--- src/hw/rtl/mrot_pkg.sv ---
// Shared widths, the side reset value, transaction opcodes and the controller-to-datapath command type.
package mrot_pkg;

	// Width of the side length register
	localparam int SIDE_W = 6;
	// Width of one matrix element
	localparam int VALUE_W = 32;
	// Side length after reset
	localparam logic [SIDE_W-1:0] SIDE_RESET = 6'd32;

	// Opcodes of an input transaction
	localparam logic OP_LOAD = 1'b0;
	localparam logic OP_FETCH = 1'b1;

	// Commands from the controller to the datapath
	typedef struct packed {
		logic wr;   // store the incoming element
		logic rd;   // read one rotated element
		logic clr;  // return zero for an early fetch
	} dp_cmd_t;

endpackage

--- src/hw/rtl/mrot_ctrl.sv ---
// Controller: fill state, load and fetch positions, addresses and result flags.
module mrot_ctrl #(
	parameter int MAX_SIDE = 32,
	parameter int IDX_W = 5
) (
	input  logic                          clk,
	input  logic                          arst_n,
	input  logic                          cfg_we,
	input  logic [mrot_pkg::SIDE_W-1:0]   cfg_wdata,
	input  logic                          start,
	input  logic                          opcode,
	output logic                          busy,
	output mrot_pkg::dp_cmd_t             cmd,
	output logic [2*IDX_W-1:0]            wr_addr,
	output logic [2*IDX_W-1:0]            rd_addr,
	output logic                          done,
	output logic                          last,
	output logic                          not_ready
);
	import mrot_pkg::*;

	// Fill state: still loading, or a complete matrix is held
	localparam logic ST_LOAD = 1'b0;
	localparam logic ST_FULL = 1'b1;

	logic              state_q, state_d;
	logic [SIDE_W-1:0] side_q;
	logic [IDX_W-1:0]  nm1;
	logic [IDX_W-1:0]  load_row_q, load_col_q;
	logic [IDX_W-1:0]  out_row_q, out_col_q;
	logic [IDX_W-1:0]  wr_row, wr_col;
	logic [IDX_W-1:0]  src_row;
	logic              accept, do_load, do_fetch, full;
	logic              load_end, fetch_end;
	logic              done_q, last_q, not_ready_q;

	// Clamp the side length to 1..MAX_SIDE and keep the last index
	always_comb begin
		if (side_q == '0) begin
			nm1 = '0;
		end else if (int'(side_q) > MAX_SIDE) begin
			nm1 = IDX_W'(MAX_SIDE - 1);
		end else begin
			nm1 = IDX_W'(side_q - 1'b1);
		end
	end

	// Decode the transaction; a side write drops any start in the same cycle
	assign busy     = 1'b0;
	assign accept   = start & ~busy & ~cfg_we;
	assign do_load  = accept & (opcode == OP_LOAD);
	assign do_fetch = accept & (opcode == OP_FETCH);
	assign full     = (state_q == ST_FULL);

	// A load after a complete matrix restarts at the origin
	assign wr_row   = full ? '0 : load_row_q;
	assign wr_col   = full ? '0 : load_col_q;
	assign load_end = (wr_row == nm1) && (wr_col == nm1);

	// Rotated source: out(r,c) = in(N-1-c, r)
	assign src_row   = nm1 - out_col_q;
	assign fetch_end = (out_row_q == nm1) && (out_col_q == nm1);

	assign wr_addr = {wr_row, wr_col};
	assign rd_addr = {src_row, out_row_q};

	assign cmd.wr  = do_load;
	assign cmd.rd  = do_fetch & full;
	assign cmd.clr = do_fetch & ~full;

	// Next fill state
	always_comb begin
		state_d = state_q;
		case (state_q)
			ST_LOAD: begin
				if (do_load && load_end) begin
					state_d = ST_FULL;
				end
			end
			ST_FULL: begin
				if (do_load && !load_end) begin
					state_d = ST_LOAD;
				end
			end
			default: state_d = ST_LOAD;
		endcase
		if (cfg_we) begin
			state_d = ST_LOAD;
		end
	end

	// Hold the side length and the fill state
	always_ff @(posedge clk or negedge arst_n) begin
		if (!arst_n) begin
			side_q  <= SIDE_RESET;
			state_q <= ST_LOAD;
		end else begin
			if (cfg_we) begin
				side_q <= cfg_wdata;
			end
			state_q <= state_d;
		end
	end

	// Advance the load position in row-major order
	always_ff @(posedge clk or negedge arst_n) begin
		if (!arst_n) begin
			load_row_q <= '0;
			load_col_q <= '0;
		end else if (cfg_we) begin
			load_row_q <= '0;
			load_col_q <= '0;
		end else if (do_load) begin
			if (wr_col == nm1) begin
				load_col_q <= '0;
				load_row_q <= (wr_row == nm1) ? '0 : wr_row + 1'b1;
			end else begin
				load_col_q <= wr_col + 1'b1;
				load_row_q <= wr_row;
			end
		end
	end

	// Advance the fetch position; wrap after the last element, restart on load
	always_ff @(posedge clk or negedge arst_n) begin
		if (!arst_n) begin
			out_row_q <= '0;
			out_col_q <= '0;
		end else if (cfg_we || do_load) begin
			out_row_q <= '0;
			out_col_q <= '0;
		end else if (do_fetch && full) begin
			if (out_col_q == nm1) begin
				out_col_q <= '0;
				out_row_q <= (out_row_q == nm1) ? '0 : out_row_q + 1'b1;
			end else begin
				out_col_q <= out_col_q + 1'b1;
			end
		end
	end

	// Register the result strobe and flags alongside the buffer read
	always_ff @(posedge clk or negedge arst_n) begin
		if (!arst_n) begin
			done_q      <= 1'b0;
			last_q      <= 1'b0;
			not_ready_q <= 1'b0;
		end else begin
			done_q      <= do_fetch;
			last_q      <= do_fetch & full & fetch_end;
			not_ready_q <= do_fetch & ~full;
		end
	end

	assign done      = done_q;
	assign last      = last_q;
	assign not_ready = not_ready_q;

endmodule

--- config.mk ---
export PLATFORM = sky130hd
export DESIGN_NAME = mrot_ctrl
export DESIGN_NICKNAME = d
export VERILOG_FILES = /design/src/hw/rtl/mrot_pkg.sv /design/src/hw/rtl/mrot_ctrl.sv
export SDC_FILE = /design/constraint.sdc
export NUM_CORES = 1
export LEC_CHECK = 0
export ABC_CLOCK_PERIOD_IN_PS = 6300
export BUFFER_PORTS_ARGS = -buffer_cell sky130_fd_sc_hd__buf_2
export CAP_MARGIN = 20
export CELL_PAD_IN_SITES_DETAIL_PLACEMENT = 1
export CELL_PAD_IN_SITES_GLOBAL_PLACEMENT = 2
export CORE_MARGIN = 5
export CORE_UTILIZATION = 37
export DETAILED_ROUTE_END_ITERATION = 8
export PLACE_DENSITY_LB_ADDON = 0.1
export SYNTH_ARGS = -nofsm -noshare
export SYNTH_HDL_FRONTEND = slang
export SYNTH_SLANG_ARGS = --single-unit
--- constraint.sdc ---
create_clock -name clk -period 6.3 [get_ports clk]
set_input_delay 0.945 -clock clk [delete_from_list [all_inputs] [get_ports clk]]
set_output_delay 0.945 -clock clk [all_outputs]
set_load 0.02 [all_outputs]
==> run_results.csv, run 1 <==
group,metric,value,unit
outcome,outcome,"completed",
synthesis,avgSynthCellArea,9.07,um^2
global_route,grt_pass1_vias,1887,
power,peakVddDrop,0.100,mV
detailed_routing,vias_per_cell,5.20,
critical_path,start_kind,"flip-flop",
synthesis,syn_area,2220,um^2
clocking,path_clk_slew,70,ps
floorplanning,die_area,7660,um^2
synthesis,synth-main-ff-cell,"dfrtp_1",
detailed_routing,drt_first_pass_iters,4,
synthesis,yosysMostFrequentCell,"dfrtp_1",
finish,fin_util,0.426,
clocking,cts_hold_buf,0,
finish,drive_above_1_share,0.237,
clocking,cts_sinks,30,
clocking,clkLatencyLatePin,280,ps
timing,min_period,3880,ps
synthesis,synth_seq_area_share,0.338,
global_route,busiest_layer,"met2",
synthesis,ys_types,58,
timing,final_max_slew_viol_count,0,
clocking,cts_root_buf,"clkbuf_8",
detailed_routing,ant_nets,0,
global_route,grt_util_met3,0.0350,
synthesis,syn_inst,245,
timing,skew,3.65,ps
synthesis,synth_fp_nets,266,
power,finalPower,513,uW
finish,area_growth,12.9,%
critical_path,cp_slowest_cell,"or3b_1",
global_route,antenna_found_initial,0,
global_route,grt_pass1_wl,9.76,mm
global_route,grt_util_all_layers,0.167,
timing,slew_headroom,0.508,
floorplanning,initial_core_util,0.378,
global_route,overflow,0,
clocking,cts_setup_buffers,0,
synthesis,synth_common_cells,"dfrtp_1 (29), inv_1 (23), nand2_1 (18), nor2_1 (18), xnor2_1 (18)",
clocking,cts_buffers,5,
timing,setup_viol,0,
timing,finalSetupTns,0,ps
critical_path,crit_path_frequent_cell,"ha_1",
timing,hold_viol_final,0,
placement,globalplace.congestion,0.762,
critical_path,critPathKind,"flip-flop to output port",
synthesis,synth_top_area_frac,0.327,
synthesis,yosys.area.top_type,"dfrtp_1",
critical_path,path_cells,"inv_1 -> ha_1 -> or3b_1 -> o21ai_0 -> nand2_1 -> ha_1 -> a21o_1 -> a21oi_1 -> xnor2_1 -> buf_2",
floorplanning,die_x,87.5,um
placement,placed_cells,346,
clocking,cts_max_level,2,
detailed_routing,first_iter_violations,54,
power,powerDensity,205,nW/um^2
timing,hold_ws,497,ps
min_path,hold_path.class,"flip-flop to flip-flop",
floorplanning,design.core.area,5890,um^2
critical_path,crit_arrival,2930,ps
floorplanning,die_h,87.5,um
clocking,cts_resized,0,
finish,nets,299,
floorplanning,num_io_pins,38,
job,drv_cap,0,
placement,dpl.hpwl,4.34,mm
critical_path,cp-end-kind,"output port",
critical_path,worst-path-max-fanout,7,
detailed_routing,wl_per_cell,16.5,um
floorplanning,num_rows,28,
timing,rsz0062_at_grt,"false",
placement,io_buffer_count,36,
global_route,use_met2,0.256,
clocking,cts_tree,"built",
global_route,grt_max_degree,31,
synthesis,ys_top_cells_by_area,"dfrtp_1 (33%), xnor2_1 (7.1%), ha_1 (5.1%)",
power,p_leak,0.00112,uW
detailed_routing,drt_wl_total,5.82,mm
clocking,cts_buffer_depth,2,
timing,worst_pin_slew,738,ps
detailed_routing,vias,1836,
synthesis,synth-async-reset-ratio,1.00,
finish,finalNonFillerCells,353,
finish,diodes,0,
critical_path,slowest_delay,430,ps
critical_path,cp_data_required_time,5350,ps
synthesis,synth_edf_count,0,
global_route,use_met1,0.237,
synthesis,ys_warn_count,0,
synthesis,ys_ff_latch,30,
timing,finalCritPeriodShare,0.616,
timing,max_freq,258,MHz
detailed_routing,drc_errors,0,
-- layout by cell type (no fill, tap or decap), types with 2 or more instances in the layout --
master / synthesis / layout
a211oi_1: 2 / 2
a211oi_2: 2 / 2
a21o_1: 5 / 5
a21oi_1: 7 / 7
a22o_1: 3 / 3
a31oi_1: 3 / 3
and3_1: 5 / 5
buf_2: 1 / 36
clkbuf_1: 5 / 2
clkbuf_8: 1 / 5
dfrtp_1: 29 / 29
ha_1: 9 / 9
inv_1: 23 / 23
mux2_2: 4 / 4
nand2_1: 18 / 18
nand2b_1: 5 / 5
nand3_1: 12 / 12
nand3_2: 3 / 3
nand4_1: 4 / 4
nor2_1: 18 / 18
nor2b_1: 6 / 6
nor3_1: 6 / 6
nor3_2: 2 / 2
nor4_4: 2 / 2
o21ai_0: 14 / 14
o22ai_1: 2 / 2
or3b_1: 3 / 3
xnor2_1: 18 / 18
xor2_1: 3 / 3
-- final cells by class --
| class | count | area (um^2) |
|---|---|---|
| clock buffer | 7 | 76.3 |
| fill | 724 | 3380 |
| inverter | 23 | 86.3 |
| multi-input combinational | 182 | 1320 |
| sequential | 30 | 752 |
| tap | 75 | 93.8 |
| timing repair buffer | 36 | 180 |
-- per-stage QoR --
stage	instance area, um^2	worst slack (ps)
floorplan	2220	2980
global placement	2430	2750
detailed placement	2430	2710
CTS	2510	2380
global route	2510	2100
finish	2510	2420
-- routing by layer --
layer,up-vias,share of wire,wire length [um]
li1,919,-,-
met1,884,0.48,2800
met2,28,0.47,2730
met3,5,0.038,220
met4,0,0.012,68
met5,-,0,0
-- power breakdown --
part	total, uW	internal, uW	switching, uW
logic	149	57.5	91.8
clock network	152	76.1	75.5
registers	212	201	11.3
-- cell families (layout without fill, tap and decap cells) --
group	after synthesis	after routing	synth area share
adder cells (fa/ha/maj)	12	12	0.0704
buffers and inverters	33	66	0.0676
XOR/XNOR	21	21	0.0828
other	1	1	0.00169
multiplexers	5	5	0.0248
flip-flops	30	30	0.338
AND/OR/NAND/NOR	92	92	0.251
AO/OA/AOI/OAI	51	51	0.164
-- critical path, delay by kind of cell, from the launching register on --
kind,cells,cell delay [ps]
fa+ha+maj,2,590
simple gates,2,550
xor+xnor,1,130
flops,1,410
buf+inv,2,330
compound gates,3,640
-- final timing paths --
check	startpoint	endpoint	slack, ps	cells after the start
setup / recovery	side_q[0]	rd_addr[9]	2420	10
hold / removal	load_col_q[4]	load_col_q[4]	500	2
setup reg to reg	side_q[0]	out_col_q[4]	3260	11
hold reg to reg	load_col_q[4]	load_col_q[4]	500	2
max in group asynchronous	arst_n	out_row_q[2]	5110	1
min in group asynchronous	arst_n	out_row_q[1]	720	1
-- flip-flops by register name, summed over array words and instances (netlist names) --
register / flops
done: 1
full: 1
last: 1
load_col_q: 5
load_row_q: 5
not_ready: 1
out_col_q: 5
out_row_q: 5
side_q: 6
Power figures use the tool's default switching activity.
==> run 2, diff against run 1 <==
Settings changed: ABC_CLOCK_PERIOD_IN_PS 6300 to 3640, CORE_UTILIZATION 37 to 34.
Clock period 6.3 ns to 3.64 ns, I/O delays scaled along.
==> run_results.csv, run 2 (synthesis gave the netlist of run 1 again) <==
group,metric,value,unit
clocking,cts_tree,"built",
detailed_routing,wl_per_cell,16.0,um
finish,largest_register_ffs,6,
timing,final_max_slew_viol_count,0,
power,peakVddDrop,0.201,mV
timing,setup_viol,0,
clocking,cts_max_level,2,
finish,n_fill_cell,761,
global_route,grt_pass1_wl,9.67,mm
clocking,path_clk_slew,70,ps
finish,diodes,0,
detailed_routing,ant_nets,0,
finish,nets,301,
power,internal_power,603,uW
floorplanning,die_h,90.8,um
timing,finalCritPeriodShare,0.921,
placement,io_buffer_count,36,
timing,min_period,3350,ps
clocking,cts_buffer_depth,2,
global_route,grt_max_degree,31,
floorplanning,design.core.area,6350,um^2
clocking,clkLatencyLatePin,290,ps
detailed_routing,vias_per_cell,5.18,
timing,rsz0062_at_grt,"false",
clocking,cts_root_buf,"clkbuf_8",
finish,drive_above_1_share,0.253,
power,combinationalPowerShare,0.287,
timing,max_freq,298,MHz
floorplanning,initial_core_util,0.350,
floorplanning,die_area,8250,um^2
detailed_routing,vias,1855,
critical_path,crit_family,"adder cells",
power,powerDensity,362,nW/um^2
placement,dpl.hpwl,4.42,mm
outcome,outcome,"completed",
timing,finalSetupTns,0,ps
timing,slew_headroom,0.519,
critical_path,crit_arrival,2810,ps
critical_path,crit_buf_inv,3,
detailed_routing,drc_errors,0,
power,finalPower,920,uW
global_route,grt_util_all_layers,0.145,
clocking,cts_hold_buf,0,
finish,final_common_cell,"buf_2",
timing,hold_viol_final,0,
floorplanning,num_rows,29,
clocking,cts_buffers,5,
global_route,antenna_found_initial,0,
job,drv_cap,0,
timing,worst_pin_slew,721,ps
critical_path,start_kind,"flip-flop",
global_route,grt_pass1_vias,1919,
power,seqPwrFrac,0.399,
placement,globalplace.congestion,0.779,
floorplanning,die_x,90.8,um
clocking,cts_sinks,30,
finish,max_flop_register,"side_q",
power,clkPwrFrac,0.314,
critical_path,critPathKind,"flip-flop to output port",
finish,layout_common_cells,"buf_2 (36), dfrtp_1 (29), inv_1 (23)",
finish,area_growth,14.5,%
detailed_routing,drt_first_pass_iters,4,
critical_path,cp_data_required_time,3090,ps
power,swShare,0.345,
critical_path,slowest_delay,410,ps
detailed_routing,first_iter_violations,71,
timing,skew,4.90,ps
power,switchingPower,317,uW
min_path,hold_path.class,"primary input to async pin",
global_route,overflow,0,
critical_path,path_cells,"inv_1 -> ha_1 -> nor4b_4 -> maj3_1 -> inv_1 -> ha_1 -> a21o_1 -> a21oi_1 -> xnor2_1 -> buf_2",
critical_path,cp_slowest_cell,"dfrtp_1",
critical_path,cp-end-kind,"output port",
power,p_leak,0.00114,uW
critical_path,worst-path-max-fanout,4,
floorplanning,num_io_pins,38,
critical_path,r2r_slack,660,ps
detailed_routing,drt_wl_total,5.74,mm
[run 2: changes by cell type in the layout (fill, tap and decap cells not counted), sizes merged]
| cell | before | now |
|---|---|---|
| clkinv | 0 | 1 |
| buf | 36 | 38 |
[run 2: final cells by class]
cell class                      count  area (um^2)  area share
Clock buffer                        7         86.3      0.0339
Clock inverter                      1         5.00     0.00197
Inverter                           23         86.3      0.0339
Timing Repair Buffer               38          195      0.0767
Sequential cell                    30          752       0.295
Tap cell                           77         96.3      0.0379
Multi-Input combinational cell    182         1320       0.520
[run 2: path summary, 6_finish.rpt]
check                         startpoint       endpoint  depth (start not counted)
hold reg to reg            load_col_q[4]  load_col_q[4]                          2
min in group clk            cfg_wdata[0]      side_q[0]                          3
max in group asynchronous         arst_n  load_col_q[0]                          1
setup reg to reg               side_q[0]   out_col_q[4]                         11
hold / removal                    arst_n   out_row_q[0]                          1
setup / recovery               side_q[0]     rd_addr[8]                         10
[run 2: layer usage]
layer	track usage	vias to the layer above	routed length (um)
met5	0	-	0
met4	0.0513	0	90
met3	0.0325	7	205
met2	0.231	30	2670
met1	0.191	893	2770
li1	-	925	-
[run 2: metrics by stage]
step                worst slack, ps  area (um^2)   util  instances  hold slack (ps)
finish                          287         2540  0.401        358              306
global route                   11.6         2540  0.401        358              372
CTS                            99.8         2530  0.399        357              344
detailed placement              423         2440  0.385        349              475
global placement                481         2440  0.385        349              474
floorplan                       720         2220      -        245              250
[run 2: power by group through the flow]
stage	registers [uW]	logic, uW	clock network [uW]
after floorplan	362	205	0
final	367	264	289
after detailed placement	373	267	0
after global placement	373	266	0
after global routing	369	293	319
after CTS	367	268	301
[run 2: timing repair]
item                       CTS  global route
setup endpoints to repair    0             2
buffers inserted             0             1
gates resized for setup      0             2
